[src/hdl/all_pairs_shortest_path_defines.svh]
// Assertion macros shared by the all-pairs shortest path RTL.
`ifndef ALL_PAIRS_SHORTEST_PATH_DEFINES_SVH
`define ALL_PAIRS_SHORTEST_PATH_DEFINES_SVH

`ifndef SYNTHESIS

// Check a condition at every clock edge outside reset.
`define APSP_ASSERT_ALWAYS(lbl, clk, rst_n, cond, msg) \
    lbl: assert property (@(posedge clk) disable iff (!rst_n) (cond)) \
        else $error(msg);

// Check that an antecedent implies a consequent in the same cycle.
`define APSP_ASSERT_IMPLIES(lbl, clk, rst_n, ante, cons, msg) \
    lbl: assert property (@(posedge clk) disable iff (!rst_n) (ante) |-> (cons)) \
        else $error(msg);

`else

`define APSP_ASSERT_ALWAYS(lbl, clk, rst_n, cond, msg)
`define APSP_ASSERT_IMPLIES(lbl, clk, rst_n, ante, cons, msg)

`endif

`endif

[src/hdl/apsp_pkg.sv]
// Types, constants and the microcode table of the all-pairs shortest path block.
package apsp_pkg;

    localparam int NODE_FIELD_W = 6;
    localparam int WEIGHT_W     = 20;
    localparam int COUNT_W      = 7;
    localparam int DIST_W       = 26;
    localparam int ENTRY_W      = DIST_W + 1;

    // Bit 26 alone marks an unreachable entry; finite sums clamp to DIST_MAX.
    localparam logic [ENTRY_W-1:0] DIST_INF = {1'b1, {DIST_W{1'b0}}};
    localparam logic [ENTRY_W-1:0] DIST_MAX = {1'b0, {DIST_W{1'b1}}};

    typedef enum logic [1:0] {
        CMD_CLEAR = 2'd0,
        CMD_EDGE  = 2'd1,
        CMD_RUN   = 2'd2,
        CMD_QUERY = 2'd3
    } cmd_t;

    typedef enum logic [0:0] {
        CFG_NODE_COUNT = 1'b0,
        CFG_UNDIRECTED = 1'b1
    } cfg_idx_t;

    typedef struct packed {
        cmd_t                    command;
        logic [NODE_FIELD_W-1:0] from_node;
        logic [NODE_FIELD_W-1:0] to_node;
        logic [WEIGHT_W-1:0]     weight;
    } req_t;

    typedef struct packed {
        logic [DIST_W-1:0] distance;
        logic              reachable;
    } rsp_t;

    // Matrix read port selection.
    typedef enum logic [1:0] {
        RD_EDGE  = 2'd0,   // A = (from,to), B = (to,from)
        RD_IK    = 2'd1,   // A = (i,k)
        RD_KJ_IJ = 2'd2    // A = (k,j), B = (i,j)
    } rd_sel_t;

    // Matrix write selection.
    typedef enum logic [2:0] {
        WR_NONE    = 3'd0,
        WR_CLEAR   = 3'd1,
        WR_EDGE_AB = 3'd2,
        WR_EDGE_BA = 3'd3,
        WR_RELAX   = 3'd4
    } wr_sel_t;

    typedef enum logic [1:0] {
        CNT_HOLD = 2'd0,
        CNT_ZERO = 2'd1,
        CNT_INC  = 2'd2
    } cnt_op_t;

    // Jump conditions of the sequencer.
    typedef enum logic [3:0] {
        C_NONE         = 4'd0,
        C_ALWAYS       = 4'd1,
        C_DISPATCH     = 4'd2,
        C_RSP_BUSY     = 4'd3,
        C_OUT_RANGE    = 4'd4,
        C_NOT_UNDIR    = 4'd5,
        C_DIK_INF      = 4'd6,
        C_J_NOT_LAST   = 4'd7,
        C_I_NOT_LAST   = 4'd8,
        C_K_NOT_LAST   = 4'd9,
        C_CLR_NOT_LAST = 4'd10
    } cond_t;

    typedef logic [3:0] upc_t;

    // Program addresses.
    localparam upc_t U_IDLE = 4'd0;
    localparam upc_t U_CLR  = 4'd1;
    localparam upc_t U_E0   = 4'd2;
    localparam upc_t U_E1   = 4'd3;
    localparam upc_t U_E2   = 4'd4;
    localparam upc_t U_RI   = 4'd5;
    localparam upc_t U_RL   = 4'd6;
    localparam upc_t U_RJ   = 4'd7;
    localparam upc_t U_RW   = 4'd8;
    localparam upc_t U_NI   = 4'd9;
    localparam upc_t U_NK   = 4'd10;
    localparam upc_t U_Q0   = 4'd11;
    localparam upc_t U_Q1   = 4'd12;
    localparam upc_t U_LAST = U_Q1;

    typedef struct packed {
        logic    req_ready;
        rd_sel_t rd_sel;
        wr_sel_t wr_sel;
        cnt_op_t i_op;
        cnt_op_t j_op;
        cnt_op_t k_op;
        logic    clr_inc;
        logic    dik_load;
        logic    rsp_load;
        cond_t   cond;
        upc_t    target;
        logic    ret;      // on a false condition return to idle instead of falling through
    } ctrl_t;

    typedef struct packed {
        logic in_range;
        logic dik_inf;
        logic j_last;
        logic i_last;
        logic k_last;
        logic clr_last;
        logic rsp_busy;
    } status_t;

    localparam ctrl_t CTRL_NOP = '{
        req_ready: 1'b0,
        rd_sel:    RD_EDGE,
        wr_sel:    WR_NONE,
        i_op:      CNT_HOLD,
        j_op:      CNT_HOLD,
        k_op:      CNT_HOLD,
        clr_inc:   1'b0,
        dik_load:  1'b0,
        rsp_load:  1'b0,
        cond:      C_NONE,
        target:    U_IDLE,
        ret:       1'b1
    };

    // Entry point of each command.
    function automatic upc_t dispatch(input cmd_t cmd);
        upc_t t;
        unique case (cmd)
            CMD_CLEAR: t = U_CLR;
            CMD_EDGE:  t = U_E0;
            CMD_RUN:   t = U_RI;
            CMD_QUERY: t = U_Q0;
            default:   t = U_IDLE;
        endcase
        return t;
    endfunction

    // Microcode ROM: one control word per step.
    function automatic ctrl_t ucode(input upc_t upc);
        ctrl_t w;
        w = CTRL_NOP;
        unique case (upc)
            U_IDLE: begin
                w.req_ready = 1'b1;
                w.i_op      = CNT_ZERO;
                w.j_op      = CNT_ZERO;
                w.k_op      = CNT_ZERO;
                w.cond      = C_DISPATCH;
            end
            U_CLR: begin
                w.wr_sel  = WR_CLEAR;
                w.clr_inc = 1'b1;
                w.cond    = C_CLR_NOT_LAST;
                w.target  = U_CLR;
            end
            U_E0: begin
                w.rd_sel = RD_EDGE;
                w.cond   = C_OUT_RANGE;
                w.target = U_IDLE;
                w.ret    = 1'b0;
            end
            U_E1: begin
                w.wr_sel = WR_EDGE_AB;
                w.cond   = C_NOT_UNDIR;
                w.target = U_IDLE;
                w.ret    = 1'b0;
            end
            U_E2: begin
                w.wr_sel = WR_EDGE_BA;
            end
            U_RI: begin
                w.rd_sel = RD_IK;
                w.ret    = 1'b0;
            end
            U_RL: begin
                w.dik_load = 1'b1;
                w.cond     = C_DIK_INF;
                w.target   = U_NI;
                w.ret      = 1'b0;
            end
            U_RJ: begin
                w.rd_sel = RD_KJ_IJ;
                w.ret    = 1'b0;
            end
            U_RW: begin
                w.wr_sel = WR_RELAX;
                w.j_op   = CNT_INC;
                w.cond   = C_J_NOT_LAST;
                w.target = U_RJ;
                w.ret    = 1'b0;
            end
            U_NI: begin
                w.i_op   = CNT_INC;
                w.cond   = C_I_NOT_LAST;
                w.target = U_RI;
                w.ret    = 1'b0;
            end
            U_NK: begin
                w.k_op   = CNT_INC;
                w.cond   = C_K_NOT_LAST;
                w.target = U_RI;
            end
            U_Q0: begin
                w.rd_sel = RD_EDGE;
                w.cond   = C_RSP_BUSY;
                w.target = U_Q0;
                w.ret    = 1'b0;
            end
            U_Q1: begin
                w.rsp_load = 1'b1;
            end
            default: begin
                w = CTRL_NOP;
            end
        endcase
        return w;
    endfunction

endpackage

[src/hdl/apsp_seq.sv]
// Microcode sequencer: step counter, control ROM lookup and jump logic.
`include "all_pairs_shortest_path_defines.svh"

module apsp_seq (
    input  logic              clk,
    input  logic              rst_n,
    input  logic              req_valid,
    input  apsp_pkg::cmd_t    command,
    input  apsp_pkg::status_t stat,
    input  logic              undirected,
    output apsp_pkg::ctrl_t   ctrl
);

    import apsp_pkg::*;

    upc_t upc_reg, upc_next;
    logic taken;

    assign ctrl = ucode(upc_reg);

    always_comb
    begin
        unique case (ctrl.cond)
            C_ALWAYS:       taken = 1'b1;
            C_RSP_BUSY:     taken = stat.rsp_busy;
            C_OUT_RANGE:    taken = !stat.in_range;
            C_NOT_UNDIR:    taken = !undirected;
            C_DIK_INF:      taken = stat.dik_inf;
            C_J_NOT_LAST:   taken = !stat.j_last;
            C_I_NOT_LAST:   taken = !stat.i_last;
            C_K_NOT_LAST:   taken = !stat.k_last;
            C_CLR_NOT_LAST: taken = !stat.clr_last;
            default:        taken = 1'b0;
        endcase

        priority if (ctrl.cond == C_DISPATCH)
        begin
            upc_next = req_valid ? dispatch(command) : upc_reg;
        end
        else if (taken)
        begin
            upc_next = ctrl.target;
        end
        else if (ctrl.ret)
        begin
            upc_next = U_IDLE;
        end
        else
        begin
            upc_next = upc_reg + 1'b1;
        end
    end

    // Start with the matrix clearing sweep.
    always_ff @(posedge clk or negedge rst_n)
    begin
        if (!rst_n)
        begin
            upc_reg <= U_CLR;
        end
        else
        begin
            upc_reg <= upc_next;
        end
    end

    `APSP_ASSERT_ALWAYS(a_upc_in_program, clk, rst_n, upc_reg <= U_LAST, "step counter left the program")

endmodule

[config.mk]
export PLATFORM = sky130hd
export DESIGN_NAME = apsp_seq
export DESIGN_NICKNAME = d
export VERILOG_FILES = /design/src/hdl/apsp_pkg.sv /design/src/hdl/apsp_seq.sv
export VERILOG_INCLUDE_DIRS = /design/src /design/src/hdl
export SDC_FILE = /design/constraint.sdc
export NUM_CORES = 1
export LEC_CHECK = 0
export BUFFER_PORTS_ARGS = -buffer_cell sky130_fd_sc_hd__buf_4
export CAP_MARGIN = 10
export CELL_PAD_IN_SITES_DETAIL_PLACEMENT = 1
export CELL_PAD_IN_SITES_GLOBAL_PLACEMENT = 1
export CORE_ASPECT_RATIO = 1.1
export CORE_MARGIN = 2
export CORE_UTILIZATION = 33
export DETAILED_ROUTE_END_ITERATION = 6
export HOLD_SLACK_MARGIN = 0.1
export PLACE_DENSITY_LB_ADDON = 0.1
export SLEW_MARGIN = 40
export SYNTH_ARGS = -nofsm -noshare
export SYNTH_HDL_FRONTEND = slang
export SYNTH_SLANG_ARGS = --single-unit
[constraint.sdc]
create_clock -name clk -period 6 [get_ports clk]
set_input_delay 0 -clock clk [delete_from_list [all_inputs] [get_ports clk]]
set_output_delay 0 -clock clk [all_outputs]
set_load 0.02 [all_outputs]
==> results.py, run 1 <==
metrics = {
    "logic_synthesis": {
        "synth.area.mux_share_pct": 3.80,
        "synth_cell_type_count": 40,
        "yosys-top-cells-count": "and2_1, nor2_1, a21oi_1, nand3_1, o21ai_0",
        "synth_top_area_cell": "dfrtp_1",
        "synth_xor_area_share_pct": 2.22,
        "syn-num-nets": 131,
        "synth_top_area_share_pct": 9.49,
        "ys_warn_count": 0,
        "yosysMostFrequentCell": "and2_1",
        "postSynthAreaPerCell_sq_um": 6.94,
        "yosys.area_share.simple_pct": 36.7,
        "ys_async_sr_fraction_pct": 100,
        "synth_compound_area_share_pct": 25.6,
        "synth_top_family_by_area": "simple AND/OR/NAND/NOR gates",
        "synth_area_leaders": "dfrtp_1, and2_1, ha_1, a21oi_1, nand3_1",
        "ys.flop_type": "dfrtp_1",
        "synth_fa_ha_area_share_pct": 6.33,
        "synth_edf_count": 0,
        "synth_cells": 114,
        "ys_seq_area_share_pct": 12.8,
        "synthesis.area_sq_um": 791,
        "ys_ff_latch": 4,
    },
    "hold_path": {
        "min_from": "command[0]",
        "min_path_type": "input port to register",
        "holdPathEnd": "upc_reg[2]",
        "hold_path_depth": 3,
    },
    "timing": {
        "fin_worst_skew_ns": 0.00664,
        "setup_tns_ns": 0,
        "max_slew_margin_pct": 51.8,
        "fin_ws_ns": 3.20,
        "rsz0062_at_grt": "no",
        "hold_slack_ns": 0.106,
        "post-route-period-util_pct": 46.7,
        "worst_pin_slew_ns": 0.723,
        "finalSetupViolCount": 0,
        "max_freq_mhz": 357,
        "hold_violations": 0,
        "maxSlewViolCount": 0,
        "period_needed_ns": 2.80,
    },
    "clock_network": {
        "cts.sinks": 4,
        "post_cts_resized": 0,
        "path_clk_slew_ns": 0.04,
        "insertion_delay_ns": 0.23,
        "cts_root_buffer": "clkbuf_4",
        "numCtsBuffers": 3,
        "post-cts-setup-buffer-count": 0,
        "clock_path_buffers": 2,
        "cts_tree": "done",
        "cts_hold_buffers": 5,
        "cts_max_level": 1,
    },
    "routing": {
        "vias": 926,
        "wl_per_cell_um": 14.5,
        "drc": 0,
        "postRouteAntennaNets": 0,
        "routed_wl_um": 2550,
        "drt_iter0_drc": 8,
        "viasPerCell": 5.26,
        "drt_pass1_iterations": 4,
    },
    "finish": {
        "fin_util_pct": 48.6,
        "largest_reg_flops": 4,
        "register_area_sq_um": 101,
        "multi_input_area_sq_um": 591,
        "drive_gt1_share_pct": 28.1,
        "nFillCells": 302,
        "area_growth_pct": 38.4,
        "nets": 164,
        "antenna_cells": 0,
    },
    "worst_setup_path": {
        "path_max_fanout": 13,
        "reg2reg_depth": 8,
        "r2r_start": "upc_reg[0]",
        "r2r_end": "upc_reg[2]",
        "worstSetupPathType": "register to register",
        "r2r_slack_ns": 3.20,
        "critPathCaptureType": "register",
        "worstPathRequired_ns": 6.15,
        "crit_arrival_ns": 2.95,
        "critPathLaunchType": "register",
    },
    "placement": {
        "numPortBuffers": 36,
        "pre_cts_ws_ns": 3.21,
        "place_congestion": 0.807,
        "hpwlAfterDp_um": 1980,
    },
    "floorplan": {
        "fp.dieH_um": 55.3,
        "start_util_pct": 35.1,
        "rows": 18,
        "num_io_pins": 37,
        "die_area_sq_mm": 0.00280,
        "coreArea_sq_mm": 0.00225,
        "die_x_um": 50.7,
    },
    "grt": {
        "grt_antenna_before_repair": 0,
        "grt_pass1_vias": 967,
        "grt_pass1_wl_um": 4430,
        "grt_max_degree": 26,
        "overflow": 0,
        "grt_use_total_pct": 19.5,
    },
    "power": {
        "cellLeakagePower_uw": 0.000506,
        "ir_worst_vdd_mv": 0.261,
        "power_density_mw_per_mm2": 551,
        "totalPowerFinal_uw": 603,
    },
    "run_status": {
        "status": "completed",
    },
    "flow_run": {
        "maxCapViolCount": 0,
    },
}
==> routing by layer <==
metal,vias to the layer above,track usage (%),part of all wire [%]
met1,435,24.3,43
met4,0,3.47,0
li1,468,-,-
met2,23,35.5,53
met3,0,2.43,3.6
met5,-,0,0
==> where the power goes <==
group / total (uW) / leakage, uW / switching [uW] / internal, uW
Clock: 35.7 / 0.0000150 / 10.7 / 24.9
Combinational: 493 / 0.000440 / 296 / 197
Sequential: 74.1 / 0.0000511 / 34.6 / 39.5
Total: 603 / 0.000506 / 341 / 262
==> stage by stage <==
step | std cells | cell area, sq um
after floorplan | 114 | 791
after global placement | 167 | 1020
after detailed placement | 167 | 1020
after CTS | 176 | 1090
after global routing | 176 | 1090
final | 176 | 1090
==> cells by family (layout without fill, tap and decap cells) <==
logic type | count (synthesis) | after routing
AO/OA/AOI/OAI | 30 | 30
XOR/XNOR | 2 | 2
adder cells (fa/ha/maj) | 4 | 4
buffers and inverters | 18 | 50
flip-flops | 4 | 4
multiplexers | 3 | 3
AND/OR/NAND/NOR | 53 | 53
==> final cells by class <==
cell class                      count  area share [%]
Timing Repair Buffer               41            29.3
Tap cell                           30            3.43
Multi-Input combinational cell     92            53.9
Inverter                            5            1.71
Sequential cell                     4            9.26
Clock buffer                        4            2.40
==> worst max-delay path, cell delays in order, from the launching register on <==
cell and delay [ns]:
dfstp_2 0.57, inv_1 0.07, ha_1 0.36, nor3_1 0.65
nor4_1 0.13, o221ai_1 0.27, nand2_1 0.19, a211o_1 0.29
a32oi_1 0.17
==> cell usage in the layout, fill, tap and decap left out, types with 2 or more instances in the layout <==
master	instances
inv_1	5
ha_1	4
o21ai_0	6
nor3_1	5
nor2_1	9
buf_4	36
nand3_1	8
a211o_1	3
nor4_1	2
a21oi_1	8
nand2_1	4
and3_1	2
clkbuf_4	3
nand3b_1	3
nand2b_1	4
o31a_1	3
dfrtp_1	3
dlygate4sd3_1	5
nor2b_1	2
and2_1	10
mux2i_1	3
==> worst max path at each step <==
stage	from	to	slack [ns]	cells past startpoint
4_1_cts	upc_reg[0]	upc_reg[2]	3.21	8
3_5_place_dp	upc_reg[0]	upc_reg[2]	3.21	8
5_1_grt	upc_reg[0]	upc_reg[2]	2.99	8
6_report	upc_reg[0]	upc_reg[2]	3.20	8
3_3_place_gp	upc_reg[0]	upc_reg[2]	3.37	8
2_1_floorplan	upc_reg[1]	upc_reg[2]	3.59	9
No activity file was read; power rests on OpenSTA's default activity.
==> run 2, diff against run 1 <==
--- a/config.mk
+++ b/config.mk
@@ -12,7 +12,7 @@
 export CELL_PAD_IN_SITES_GLOBAL_PLACEMENT = 1
 export CORE_ASPECT_RATIO = 1.1
 export CORE_MARGIN = 2
-export CORE_UTILIZATION = 33
+export CORE_UTILIZATION = 28
 export DETAILED_ROUTE_END_ITERATION = 6
 export HOLD_SLACK_MARGIN = 0.1
 export PLACE_DENSITY_LB_ADDON = 0.1
==> constraint.sdc (replaced) <==
create_clock -name clk -period 2.41 [get_ports clk]
set_input_delay 0 -clock clk [delete_from_list [all_inputs] [get_ports clk]]
set_output_delay 0 -clock clk [all_outputs]
set_load 0.02 [all_outputs]
==> results.py, run 2 (same netlist as run 1, synthesis figures left out) <==
metrics = {
    "worst_setup_path": {
        "critPathBufInv": 1,
        "critPathLaunchType": "register",
        "critPathCaptureType": "register",
        "slowest_stage": "dfstp_2",
        "crit_arrival_ns": 2.52,
        "cp_top_family": "compound AO/OA/AOI/OAI gates",
        "path_max_fanout": 6,
        "worstPathRequired_ns": 2.58,
        "worstSetupPathType": "register to register",
        "path_cells": "inv_1 > ha_2 > o21a_1 > o32ai_1 > mux2i_1 > a211o_4 > a211o_1 > a32oi_1",
        "cpPeakStageDelay_ns": 0.57,
    },
    "timing": {
        "max_freq_mhz": 427,
        "setup_tns_ns": 0,
        "period_needed_ns": 2.34,
        "hold_violations": 0,
        "fin_worst_skew_ns": 0.0120,
        "finalSetupViolCount": 0,
        "max_slew_margin_pct": 72.2,
        "hold_slack_ns": 0.237,
        "maxSlewViolCount": 0,
        "post-route-period-util_pct": 97.3,
        "worst_pin_slew_ns": 0.415,
    },
    "clock_network": {
        "insertion_delay_ns": 0.25,
        "numCtsBuffers": 3,
        "clock_path_buffers": 2,
        "cts_tree": "done",
        "cts_max_level": 1,
        "cts_root_buffer": "clkbuf_4",
        "path_clk_slew_ns": 0.05,
        "cts.sinks": 4,
        "post-cts-setup-buffer-count": 0,
    },
    "placement": {
        "place_congestion": 0.804,
        "numPortBuffers": 36,
        "hpwlAfterDp_um": 2180,
    },
    "grt": {
        "grt_pass1_wl_um": 4460,
        "grt_antenna_before_repair": 0,
        "grt_use_total_pct": 18.8,
        "grt_max_degree": 19,
        "grt_pass1_vias": 993,
        "overflow": 0,
    },
    "floorplan": {
        "die_x_um": 54.7,
        "rows": 20,
        "coreArea_sq_mm": 0.00273,
        "num_io_pins": 37,
        "die_area_sq_mm": 0.00327,
        "start_util_pct": 29.0,
        "fp.dieH_um": 59.7,
    },
    "finish": {
        "layout_common_cells": "buf_4, and2_1, nor2_1, nand3_1, a21oi_1",
        "drive_gt1_share_pct": 36.1,
        "largest_reg_flops": 4,
        "area_growth_pct": 50.6,
        "antenna_cells": 0,
        "final_common_cell": "buf_4",
        "nets": 173,
    },
    "power": {
        "totalPowerFinal_uw": 1630,
        "cellLeakagePower_uw": 0.000551,
        "ir_worst_vdd_mv": 0.713,
        "power_density_mw_per_mm2": 1370,
    },
    "routing": {
        "drt_iter0_drc": 8,
        "drc": 0,
        "postRouteAntennaNets": 0,
        "vias": 996,
        "wl_per_cell_um": 15.2,
        "routed_wl_um": 2860,
        "drt_pass1_iterations": 4,
        "viasPerCell": 5.30,
    },
    "flow_run": {
        "maxCapViolCount": 0,
    },
    "hold_path": {
        "min_path_type": "input port to async pin",
    },
    "run_status": {
        "status": "completed",
    },
}
==> run 2: repair_timing <==
action,4_1_cts,5_1_grt
resized for setup,0,6
hold endpoints to repair,7,0
hold buffers,5,0
setup endpoints to repair,0,3
==> run 2: routing by layer <==
metal	track usage (%)	wire (um)
met3	1.75	147
met5	0	0
met2	31.3	1460
met4	10.0	65
met1	23.3	1190
==> run 2: area by class of cell <==
class | count | area, sq um
Timing Repair Buffer | 50 | 388
Multi-Input combinational cell | 92 | 616
Sequential cell | 4 | 101
Inverter | 5 | 18.8
Clock buffer | 4 | 26.3
Tap cell | 33 | 41.3
Fill cell | 351 | 1540
==> run 2: report_power, final <==
group / total [uW] / switching (uW) / leakage [uW] / internal (uW)
Clock: 98.1 / 35.5 / 0.0000150 / 62.6
Combinational: 1390 / 808 / 0.000485 / 577
Sequential: 148 / 49.2 / 0.0000511 / 99.2
Total: 1630 / 893 / 0.000551 / 739
==> run 2: final timing paths <==
kind	slack, ns	startpoint	to	depth (start not counted)
setup / recovery	0.07	upc_reg[0]	upc_reg[2]	8
hold / removal	0.24	rst_n	upc_reg[0]	2
setup reg to reg	0.07	upc_reg[0]	upc_reg[2]	8
hold reg to reg	0.66	upc_reg[0]	upc_reg[0]	2
max in group asynchronous	1.60	rst_n	upc_reg[1]	3
min in group clk	0.43	stat[4]	upc_reg[0]	6
==> run 2: per-stage QoR <==
step | setup WS (ns) | cell area, sq um | utilization, % | cells
2_1_floorplan | 0.00140 | 791 | - | 114
3_3_place_gp | 0.0918 | 1090 | 40.0 | 179
3_5_place_dp | 0.0324 | 1090 | 40.0 | 179
4_1_cts | 0.0143 | 1170 | 42.8 | 188
5_1_grt | -0.00828 | 1190 | 43.7 | 188
6_report | 0.0662 | 1190 | 43.7 | 188
==> run 2: worst reg2reg max path, delay by kind of cell (launching register included) <==
kind / cells / cell delay [ns]
buffers and inverters: 1 / 0.08
muxes: 1 / 0.16
AOI/OAI and AO/OA: 5 / 1.25
adders and majority gates: 1 / 0.21
DFF: 1 / 0.57
